`config.mk`:
```
export PLATFORM = sky130hd
export DESIGN_NAME = esp_merge
export DESIGN_NICKNAME = d
export VERILOG_FILES = /design/src/hw/rtl/esp_pkg.sv /design/src/hw/rtl/esp_merge.sv
export SDC_FILE = /design/constraint.sdc
export NUM_CORES = 1
export LEC_CHECK = 0
export CAP_MARGIN = 20
export CORE_AREA = 2 2 211 213
export DETAILED_ROUTE_END_ITERATION = 6
export DIE_AREA = 0 0 213 215
export DONT_BUFFER_PORTS = 1
export GPL_TIMING_DRIVEN = 1
export PLACE_DENSITY = 0.3
export SLEW_MARGIN = 0
export SYNTH_ARGS = -nofsm -noshare
export SYNTH_HDL_FRONTEND = slang
export SYNTH_SLANG_ARGS = --single-unit
```
`constraint.sdc`:
```
create_clock -name vclk -period 0.8
set_input_delay 0.04 -clock vclk [all_inputs]
set_output_delay 0.04 -clock vclk [all_outputs]
set_load 0.1 [all_outputs]
```
`src/hw/rtl/esp_pkg.sv`:
```
package esp_pkg;

    localparam int NUM_SLOTS = 256;
    localparam int EMB_LEN   = 8;
    localparam int MAX_LANES = 8;
    localparam int SLOT_W    = $clog2(NUM_SLOTS);
    localparam int SUM_W     = 48;
    localparam int VAL_W     = 32;
    localparam int CNT_W     = 16;
    localparam int DIV_W     = $clog2(SUM_W);

    localparam logic CMD_ADD  = 1'b0;
    localparam logic CMD_READ = 1'b1;

    localparam logic [CNT_W-1:0] COUNT_MAX = '1;

    typedef struct packed {
        logic              cmd;
        logic [7:0]        slot;
        logic signed [31:0] val0;
        logic signed [31:0] val1;
        logic signed [31:0] val2;
        logic signed [31:0] val3;
        logic signed [31:0] val4;
        logic signed [31:0] val5;
        logic signed [31:0] val6;
        logic signed [31:0] val7;
    } t_in_item;

    typedef struct packed {
        logic [7:0]         slot_out;
        logic               present;
        logic               overflow;
        logic signed [31:0] avg0;
        logic signed [31:0] avg1;
        logic signed [31:0] avg2;
        logic signed [31:0] avg3;
        logic signed [31:0] avg4;
        logic signed [31:0] avg5;
        logic signed [31:0] avg6;
        logic signed [31:0] avg7;
    } t_out_item;

    typedef struct packed {
        logic              rd_en;
        logic              wr_en;
        logic              first;
        logic              div_start;
        logic              div_step;
        logic [SLOT_W-1:0] addr;
    } t_lane_ctl;

    typedef enum logic [1:0] {
        S_IDLE,
        S_ACC,
        S_DIV,
        S_DONE
    } t_state;

endpackage

```
`src/hw/rtl/esp_merge.sv`:
```
module esp_merge
    import esp_pkg::*;
(
    input  logic signed [VAL_W-1:0] i_avg [MAX_LANES],
    input  logic [MAX_LANES-1:0]    i_avg_sat,
    input  logic [7:0]              i_slot,
    input  logic                    i_present,
    input  logic                    i_ovf,
    output logic                    o_avg_sat,
    output t_out_item               o_result
);

    always_comb begin
        o_avg_sat         = i_present & (|i_avg_sat);
        o_result.slot_out = i_slot;
        o_result.present  = i_present;
        o_result.overflow = i_present & (i_ovf | (|i_avg_sat));
        o_result.avg0     = i_present ? i_avg[0] : '0;
        o_result.avg1     = i_present ? i_avg[1] : '0;
        o_result.avg2     = i_present ? i_avg[2] : '0;
        o_result.avg3     = i_present ? i_avg[3] : '0;
        o_result.avg4     = i_present ? i_avg[4] : '0;
        o_result.avg5     = i_present ? i_avg[5] : '0;
        o_result.avg6     = i_present ? i_avg[6] : '0;
        o_result.avg7     = i_present ? i_avg[7] : '0;
    end

endmodule

```
### Yosys cells after proc, flatten, opt, wreduce, memory -nomap -nowiden

Index checks and enable logic that the tools add are counted.

| word-level totals | value |
|---|---|
| register bits after elaboration | 0 |
| bits in latches | 0 |
| RAM bits | 0 |
| bits in read-only memories | 0 |
| input bits | 274 |
| output and inout port bits | 267 |
| word-level logic and storage cells | 12 |
| memories kept | 0 |

| operators by class | value |
|---|---|
| add/subtract/negate cells | 0 |
| multipliers | 0 |
| div/mod/pow operators | 0 |
| order comparisons | 0 |
| equality and inequality tests | 0 |
| shift operators | 0 |
| mux-type cells | 8 |
| bitwise operators | 3 |
| reductions and logical operators | 1 |

Operator list:

| kind | number |
|---|---|
| $mux 32 | 8 |
| $reduce_or 8->1 | 1 |
| $and 1x1->1 | 2 |
| $or 1x1->1 | 1 |

### Logic depth before layout (Yosys ltp)

Gate-level depths: netlist of the first run.

| depth | value |
|---|---|
| depth in word-level cells | 3 |
| depth in mapped cells | 3 |
| gate-level depth less buffers | 2 |

### Least setup slack after synthesis of the first run

Ideal clock, no wire load.

| timing path | value |
|---|---|
| path kind | input to output |
| start | in i_present |
| end | out o_result[256] in the netlist's numbering |
| data arrival time | 1,766 ps |
| data required time | 760 ps |
| path slack | -1,006 ps |
| cell stages on the path | 3 |
| buffers on the path | 1 |
| cells stage by stage | buf_2 -> inv_1 -> a31oi_1 |

RTL lines:

| element | RTL line | source |
|---|---|---|
| from (decl) | esp_merge.sv:7 | `input logic i_present,` |
| to (decl) | esp_merge.sv:10 | `output t_out_item o_result` |

### Worst setup path in the final report of the first run

| timing path | value |
|---|---|
| start | in i_avg_sat[0] |
| end | out o_avg_sat |

| on the way | value |
|---|---|
| cells in the longest elaborated chain, start to end | 2 |

RTL lines:

| element | RTL line | source |
|---|---|---|
| from (decl) | esp_merge.sv:5 | `input logic [MAX_LANES-1:0] i_avg_sat,` |
| $reduce_or 8->1 | esp_merge.sv:14 | `o_avg_sat = i_present & (\|i_avg_sat);` |
| $and 1x1->1 | esp_merge.sv:14 |  |
| to (decl) | esp_merge.sv:9 | `output logic o_avg_sat,` |

No other way between the ends.

==> results of run 1 <==
-- synthesized netlist by cell type --
master / n / area (um^2)
clkbuf_1: 2 / 7.510
inv_1: 2 / 7.510
nor4_1: 2 / 12.51
a31oi_1: 1 / 6.260
a21oi_1: 1 / 5.000
buf_2: 1 / 5.000
clkbuf_2: 23 / 115.1
and2_1: 256 / 1602
clkbuf_4: 2 / 15.01
buf_4: 9 / 67.56
-- area by class of cell --
cell class / count / area [um^2] / area share [%]
well taps: 592 / 740.7 / 20.61
repair buffers: 29 / 555.5 / 15.46
inverters: 2 / 7.507 / 0.2089
multi-input cells: 260 / 2290 / 63.72
-- worst max path at each step --
stage,from,end,slack (ns),cells after the start
6_report,i_avg_sat[0],o_avg_sat,-0.02,3
5_1_grt,i_avg_sat[7],o_avg_sat,-0.02,3
4_1_cts,i_avg_sat[7],o_avg_sat,-0.02,3
3_5_place_dp,i_avg_sat[5],o_result[256],-0.02,3
3_3_place_gp,i_avg_sat[5],o_result[256],-0.02,3
2_1_floorplan,i_present,o_result[256],-0.05,3
-- kinds of logic (layout without fill, tap and decap cells) --
family / count (synthesis) / count (layout) / share of synthesized area [%]
compound gates: 2 / 2 / 0.6110
buf+inv: 39 / 31 / 11.81
simple gates: 258 / 258 / 87.58
-- what timing repair did --
action                     in CTS  in global routing
pin swaps                       2                  2
setup endpoints to repair       1                  2
setup buffers                   1                  1
gates resized for setup         0                  0
-- power groups by stage --
stage               combinational, W  clock [W]  sequential [W]
floorplan                    0.00651          0               0
global placement             0.00660          0               0
detailed placement           0.00659          0               0
CTS                          0.00659          0               0
global route                 0.00665          0               0
finish                       0.00658          0               0
-- stage by stage --
stage | hold slack (ns) | utilization, % | std cells
2_1_floorplan | 0.2915 | - | 299
3_3_place_gp | 0.08068 | 8.199 | 881
3_5_place_dp | 0.08068 | 8.199 | 881
4_1_cts | 0.08068 | 8.217 | 882
5_1_grt | 0.08038 | 8.234 | 883
6_report | 0.08004 | 8.234 | 883
-- layout by cell type, fill, tap and decap left out --
| cell type | instances |
|---|---|
| and2_4 | 230 |
| buf_12 | 27 |
| and2_2 | 26 |
| nor4_4 | 2 |
| buf_4 | 2 |
| inv_2 | 1 |
| a21oi_4 | 1 |
| inv_1 | 1 |
| a31oi_4 | 1 |
-- layer usage --
metal	vias up	track usage, %	routed length, um
met5	-	0	29
met4	4	0.02331	2
met3	4	1.359	1213
met2	217	4.756	4422
met1	924	5.075	4367
li1	850	-	-
==> results by group, run 1 <==
Drt
  – Vias per cell: 2.264
  – Avg WL per Cell: 11.36 um
  – DRC: 0
  – DRT Pass-1 Iters: 4
  – Post-route ant nets: 0
  – Detailed Route WL: 10030 um
  – Via count of the routed design: 1999
  – Initial DRC Count: 74

Placement
  – Placer Congestion: 0.8650
  – DP HPWL: 8831 um
  – Place WS: -0.02372 ns
  – Port buffer count: 0
  – Area after DPL: 3578 um^2

Worst setup path
  – Crit path cell chain: nor4_4 -> buf_4 -> a21oi_4
  – Crit-path leading delay family: compound AO/OA/AOI/OAI gates
  – Crit path launch type: primary input
  – Buf/Inv on CP: 1
  – Slowest Stage Delay on Critical Path: 0.57 ns
  – CP arrival: 0.78 ns
  – Critical Path RT: 0.76 ns
  – Max FO, Critical Path: 2
  – CP Class: primary input to output pin
  – Crit end category: output pin
  – Slowest CP cell: a21oi_4

Power and ir drop
  – Lkg Pwr: 1.402 nW
  – Int Pwr: 0.001153 W
  – Power Total: 0.006581 W
  – Net switching power: 0.005428 W
  – Clock share of power: 0%
  – Sequential Power Share: 0%
  – Comb pwr share: 100.0%
  – Switching part of the total: 82.48%
  – Peak VDD IR: 0.5267 mV
  – Power per standard cell area: 1831 nW/um^2

STA
  – Final Hold Fails: 0
  – FMAX: 1225 MHz
  – Setup TNS Final: -0.01615 ns
  – Final min period: 0.8162 ns
  – Max_slew headroom: 53.69%
  – RSZ-0062 raised after global routing: yes
  – Fin crit share: 102.0%
  – Setup WS post-layout: -0.01615 ns
  – Worst-Margin Slew: 0.6930 ns
  – Endpoints failing setup: 1
  – Max Slew Vio Count: 0

Final layout
  – Share of cells above drive strength 1: 99.66%
  – Diodes inserted: 0
  – Final net count: 567
  – Sequential cell count: 0
  – Design Area, Final: 3593 um^2
  – Reg area: 0 um^2
  – Layout area overhead: 94.98%
  – FILL cells: 5048
  – Clock buf count: 0

Die
  – # IOs: 541
  – Horiz. Die Dim: 213 um
  – Die ar.: 45800 um^2
  – Core area: 43640 um^2
  – Initial Util: 4.223%
  – Die height: 215 um
  – FP Rows: 77

Synth
  – Synth cell types: 10
  – Cell area after synthesis: 1843 um^2
  – Mean Syn Cell Area: 6.164 um^2
  – Seq/Total Area, Yosys: 0%
  – YS warnings: 0
  – Syn Inst Count: 299
  – Syn nets: 573

Worst hold path
  – Hold path start: i_slot[6]
  – Hold Path Cell Cnt: 0
  – Hold Crit Class: primary input to output pin
  – Hold Path End: o_result[264]

Job
  – Max Cap Violations: 0

Global route
  – GRT Util Overall: 3.395%
  – Antenna violations before repair: 2
  – Largest net degree at the start of global routing: 259
  – Vias in the first global route: 1724
  – First-pass GRT wire length: 11940 um
  – Grt total ovfl: 0

CTS
  – CTS Hold Bufs: 0

Status
  – Failing checks: setup timing
  – Status: complete, but fails checks
No activity file was read; power rests on OpenSTA's default activity.
==> inputs of run 2 (changes only) <==
- CORE_AREA: 2 2 211 213 -> 2 2 208 210
- DIE_AREA: 0 0 213 215 -> 0 0 210 212
==> results by group, run 2 (same netlist as run 1, synthesis figures left out) <==
Worst setup path
  – Crit path launch type: primary input
  – CP arrival: 0.76 ns (-0.02 ns)
  – CP Class: primary input to output pin
  – Buf/Inv on CP: 1 (unchanged)
  – Crit end category: output pin
  – Crit-path leading delay family: simple AND/OR/NAND/NOR gates
  – Max FO, Critical Path: 2 (unchanged)
  – Critical path depth: 3 (unchanged)
  – Crit path cell chain: nor4_4 -> a31oi_4 -> buf_12
  – Slowest Stage Delay on Critical Path: 0.38 ns (-0.19 ns)
  – Critical Path RT: 0.76 ns (about the same)
  – Slowest CP cell: nor4_4

Die
  – Horiz. Die Dim: 210 um (-1.4%)
  – Initial Util: 4.336% (+0.11 points)
  – Core area: 42510 um^2 (-2.6%)
  – # IOs: 541 (unchanged)
  – Die ar.: 44520 um^2 (-2.8%)
  – FP Rows: 76 (-1.3%)
  – Die height: 212 um (-1.4%)

Drt
  – DRC: 0 (unchanged)
  – Detailed Route WL: 10190 um (+1.6%)
  – Via count of the routed design: 2048 (+2.5%)
  – DRT Pass-1 Iters: 4 (unchanged)
  – Post-route ant nets: 0 (unchanged)
  – Avg WL per Cell: 12.15 um (+6.9%)
  – Initial DRC Count: 47 (-36%)
  – Vias per cell: 2.441 (+7.8%)

Final layout
  – Commonest non-fill, non-tap cell in the layout: and2_4
  – Layout area overhead: 91.58%
  – Final net count: 565 (-0.35%)
  – Clock buf count: 0 (unchanged)
  – Most frequent cells in the layout: and2_4 (230), buf_12 (27), and2_2 (26)
  – Multi-input gate area: 2290 um^2 (unchanged)
  – Non-filler cells, final: 839 (-5.0%)
  – Sequential cell count: 0 (unchanged)
  – FILL cells: 4915 (-2.6%)
  – Share of cells above drive strength 1: 99.65% (about the same)
  – Utilization of the core after routing: 8.307% (+0.073 points)
  – Design Area, Final: 3531 um^2 (-1.7%)
  – Reg area: 0 um^2 (unchanged)

Global route
  – Grt total ovfl: 0 (unchanged)
  – Antenna violations before repair: 5 (+3)
  – GRT Util Overall: 3.526% (+0.13 points)
  – First-pass GRT wire length: 11680 um (-2.2%)
  – Largest net degree at the start of global routing: 259 (unchanged)
  – Vias in the first global route: 1812 (+5.1%)

STA
  – Worst-Margin Slew: 0.6948 ns (+0.001742 ns)
  – FMAX: 1255 MHz (+2.4%)
  – Max Slew Vio Count: 0 (unchanged)
  – WHS: 0.08004 ns (+0.000003500 ns)
  – Final min period: 0.7971 ns (-0.01906 ns)
  – RSZ-0062 raised after global routing: yes
  – Final Hold Fails: 0 (unchanged)
  – Fin crit share: 99.64% (-2.4 points)
  – Max_slew headroom: 53.58% (-0.12 points)
  – Endpoints failing setup: 0 (-1)

Placement
  – DP HPWL: 8990 um (+1.8%)
  – Placer Congestion: 0.8969 (+3.7%)
  – Placed cells: 835 (-5.2%)
  – Port buffer count: 0 (unchanged)
  – Area after DPL: 3521 um^2 (-1.6%)

Job
  – Max Cap Violations: 0 (unchanged)

CTS
  – Resized Gates After CTS: 0 (unchanged)
  – CTS Hold Bufs: 0 (unchanged)
  – Post-CTS Repair Setup Buffers: 0 (-1)

Power and ir drop
  – Power Total: 0.006575 W (about the same)
  – Peak VDD IR: 0.5394 mV (+2.4%)
  – Power per standard cell area: 1862 nW/um^2 (+1.7%)
  – Lkg Pwr: 1.391 nW (-0.77%)

Worst hold path
  – Hold Path Cell Cnt: 0 (unchanged)
  – Hold Crit Class: primary input to output pin

Status
  – Status: complete, no violations
-- run 2: timing repair --
action,CTS,global route
endpoints found under the hold margin,0,0
pin swaps,1,1
endpoints found under the setup margin,1,1
-- run 2: path summary, 6_finish.rpt --
kind              slack (ns)       endpoint          from
hold / removal          0.08  o_result[264]     i_slot[6]
setup / recovery       0.003  o_result[256]  i_avg_sat[6]
-- run 2: final cells by class --
class              count  share of cell area, %
well taps            546                  19.35
diodes                 4                 0.2835
inverters              2                 0.2126
repair buffers        27                  15.31
multi-input cells    260                  64.85
-- run 2: per-layer routing --
metal	wire, um	vias up	global-route usage, %
met5	11	-	0
met4	461	2	1.736
met3	1090	18	0.9749
met2	4542	258	5.407
met1	4085	920	4.541
li1	-	850	-
-- run 2: where the power goes --
| part | internal [W] | leakage, nW | switching [W] |
|---|---|---|---|
| combinational | 0.00115 | 1.39 | 0.00542 |
| clock | 0.000000000670 | 0.0000254 | 0 |
| sequential | 0 | 0 | 0 |
-- run 2: metrics by stage --
stage	worst slack, ns	setup TNS [ns]
global route	-0.03193	-0.03193
finish	0.002905	0
detailed placement	-0.01407	-0.01407
global placement	-0.005129	-0.005129
CTS	-0.01097	-0.01097
floorplan	-0.04739	-0.04739
==> inputs of run 3 (changes only) <==
- PLACE_DENSITY: 0.3 -> unset
- PLACE_DENSITY_LB_ADDON: unset -> 0.05
- clock period: 0.8 -> 0.95 ns (I/O delays scaled with it)
==> results by group, run 3 (same netlist as run 1, synthesis figures left out) <==
Status
  – Status: complete, no violations

Placement
  – Place WS: 0.1554 ns (+0.1694 ns)
  – Placed cells: 1061 (+27%)
  – DP HPWL: 15490 um (+72%)
  – Placer Congestion: 0.7060 (-21%)
  – Area after DPL: 6439 um^2 (+83%)
  – Port buffer count: 0 (unchanged)

STA
  – Max Slew Vio Count: 0 (unchanged)
  – Max_slew headroom: 65.91% (+12 points)
  – FMAX: 1273 MHz
  – Fin crit share: 82.69%
  – Setup WS post-layout: 0.1645 ns (+0.1615 ns)
  – Final min period: 0.7855 ns
  – RSZ-0062 raised after global routing: no
  – Endpoints failing setup: 0 (unchanged)
  – Final Hold Fails: 0 (unchanged)
  – Worst-Margin Slew: 0.5133 ns (-0.1815 ns)

Drt
  – Avg WL per Cell: 15.82 um (+30%)
  – DRT Pass-1 Iters: 4 (unchanged)
  – Initial DRC Count: 73 (+55%)
  – Post-route ant nets: 0 (unchanged)
  – DRC: 0 (unchanged)
  – Via count of the routed design: 2958 (+44%)
  – Detailed Route WL: 16950 um (+66%)
  – Vias per cell: 2.762 (+13%)

Final layout
  – Design Area, Final: 6464 um^2 (+83%)
  – FILL cells: 4755 (-3.3%)
  – Commonest non-fill, non-tap cell in the layout: and2_2
  – Final net count: 791 (+40%)
  – Share of cells above drive strength 1: 99.61% (about the same)
  – Sequential cell count: 0 (unchanged)
  – Reg area: 0 um^2 (unchanged)
  – Layout area overhead: 250.7%
  – Non-filler cells, final: 1071 (+28%)
  – Clock buf count: 0 (unchanged)
  – Utilization of the core after routing: 15.21% (+6.9 points)
  – Most frequent cells in the layout: and2_2 (256), buf_12 (149), buf_4 (104)

Worst hold path
  – Hold Crit Class: primary input to output pin
  – Hold path start: i_slot[4]

Worst setup path
  – Buf/Inv on CP: 2 (+1)
  – CP arrival: 0.74 ns (-0.02 ns)
  – Crit path launch type: primary input
  – Crit end category: output pin
  – Slowest CP cell: nor4_2
  – CP Class: primary input to output pin
  – Max FO, Critical Path: 2 (unchanged)
  – Crit path cell chain: nor4_2 -> buf_4 -> a31oi_4 -> buf_12
  – Crit-path leading delay family: buffers and inverters
  – Crit path from: i_avg_sat[5]
  – Slowest Stage Delay on Critical Path: 0.25 ns (-0.13 ns)
  – Critical Path RT: 0.90 ns (+0.14 ns)

Die
  – Die height: 212 um (unchanged)
  – FP Rows: 76 (unchanged)
  – Initial Util: 4.336% (unchanged)
  – Horiz. Die Dim: 210 um (unchanged)
  – # IOs: 541 (unchanged)
  – Core area: 42510 um^2 (unchanged)
  – Die ar.: 44520 um^2 (unchanged)

CTS
  – Post-CTS Repair Setup Buffers: 0 (unchanged)
  – CTS Hold Bufs: 0 (unchanged)
  – Resized Gates After CTS: 0 (unchanged)

Global route
  – Vias in the first global route: 3189 (+76%)
  – First-pass GRT wire length: 22110 um (+89%)
  – Grt total ovfl: 0 (unchanged)
  – Antenna violations before repair: 21 (+16)
  – Largest net degree at the start of global routing: 259 (unchanged)
  – GRT Util Overall: 6.685% (+3.2 points)

Power and ir drop
  – Clock share of power: 0% (unchanged)
  – Power per standard cell area: 1060 nW/um^2 (-43%)
  – Sequential Power Share: 0% (unchanged)
  – Int Pwr: 0.001945 W (+69%)
  – Lkg Pwr: 2.722 nW (+96%)
  – Power Total: 0.006851 W (+4.2%)
  – Net switching power: 0.004905 W (-9.6%)
  – Switching part of the total: 71.60% (-11 points)
  – Peak VDD IR: 0.3294 mV (-39%)
  – Comb pwr share: 100.0% (about the same)

Job
  – Max Cap Violations: 0 (unchanged)
## run 3: power by group through the flow
stage | clock, W | combinational (W) | sequential [W]
2_1_floorplan | 0 | 0.00513 | 0
3_3_place_gp | 0 | 0.00694 | 0
3_5_place_dp | 0 | 0.00690 | 0
4_1_cts | 0 | 0.00691 | 0
5_1_grt | 0.000000000844 | 0.00698 | 0
6_report | 0.00000000141 | 0.00685 | 0
## run 3: path summary, 6_finish.rpt
check | slack [ns] | to | cells past startpoint
worst min-delay path | 0.1 | o_result[262] | 0
worst max-delay path | 0.16 | o_result[256] | 4
## run 3: cell type report
class / count / area (um^2) / area share, %
tap: 546 / 683.2 / 10.57
inverter: 2 / 7.507 / 0.1161
timing repair buffer: 253 / 3764 / 58.23
multi-input combinational: 260 / 1984 / 30.70
antenna: 10 / 25.02 / 0.3871
## run 3: metrics by stage
stage / hold slack, ns / TNS [ns]
floorplan: 0.3065 / -0.02285
global placement: 0.09568 / 0
detailed placement: 0.09568 / 0
CTS: 0.09568 / 0
global route: 0.09522 / 0
finish: 0.09503 / 0
## run 3: routing by layer
layer / part of all wire (%) / global-route usage [%] / wire length (um)
met2: 59 / 14.89 / 10050
met3: 16 / 4.446 / 2704
met4: 1.0 / 0.3668 / 170
met1: 23 / 4.478 / 3920
met5: 0.59 / 0 / 100
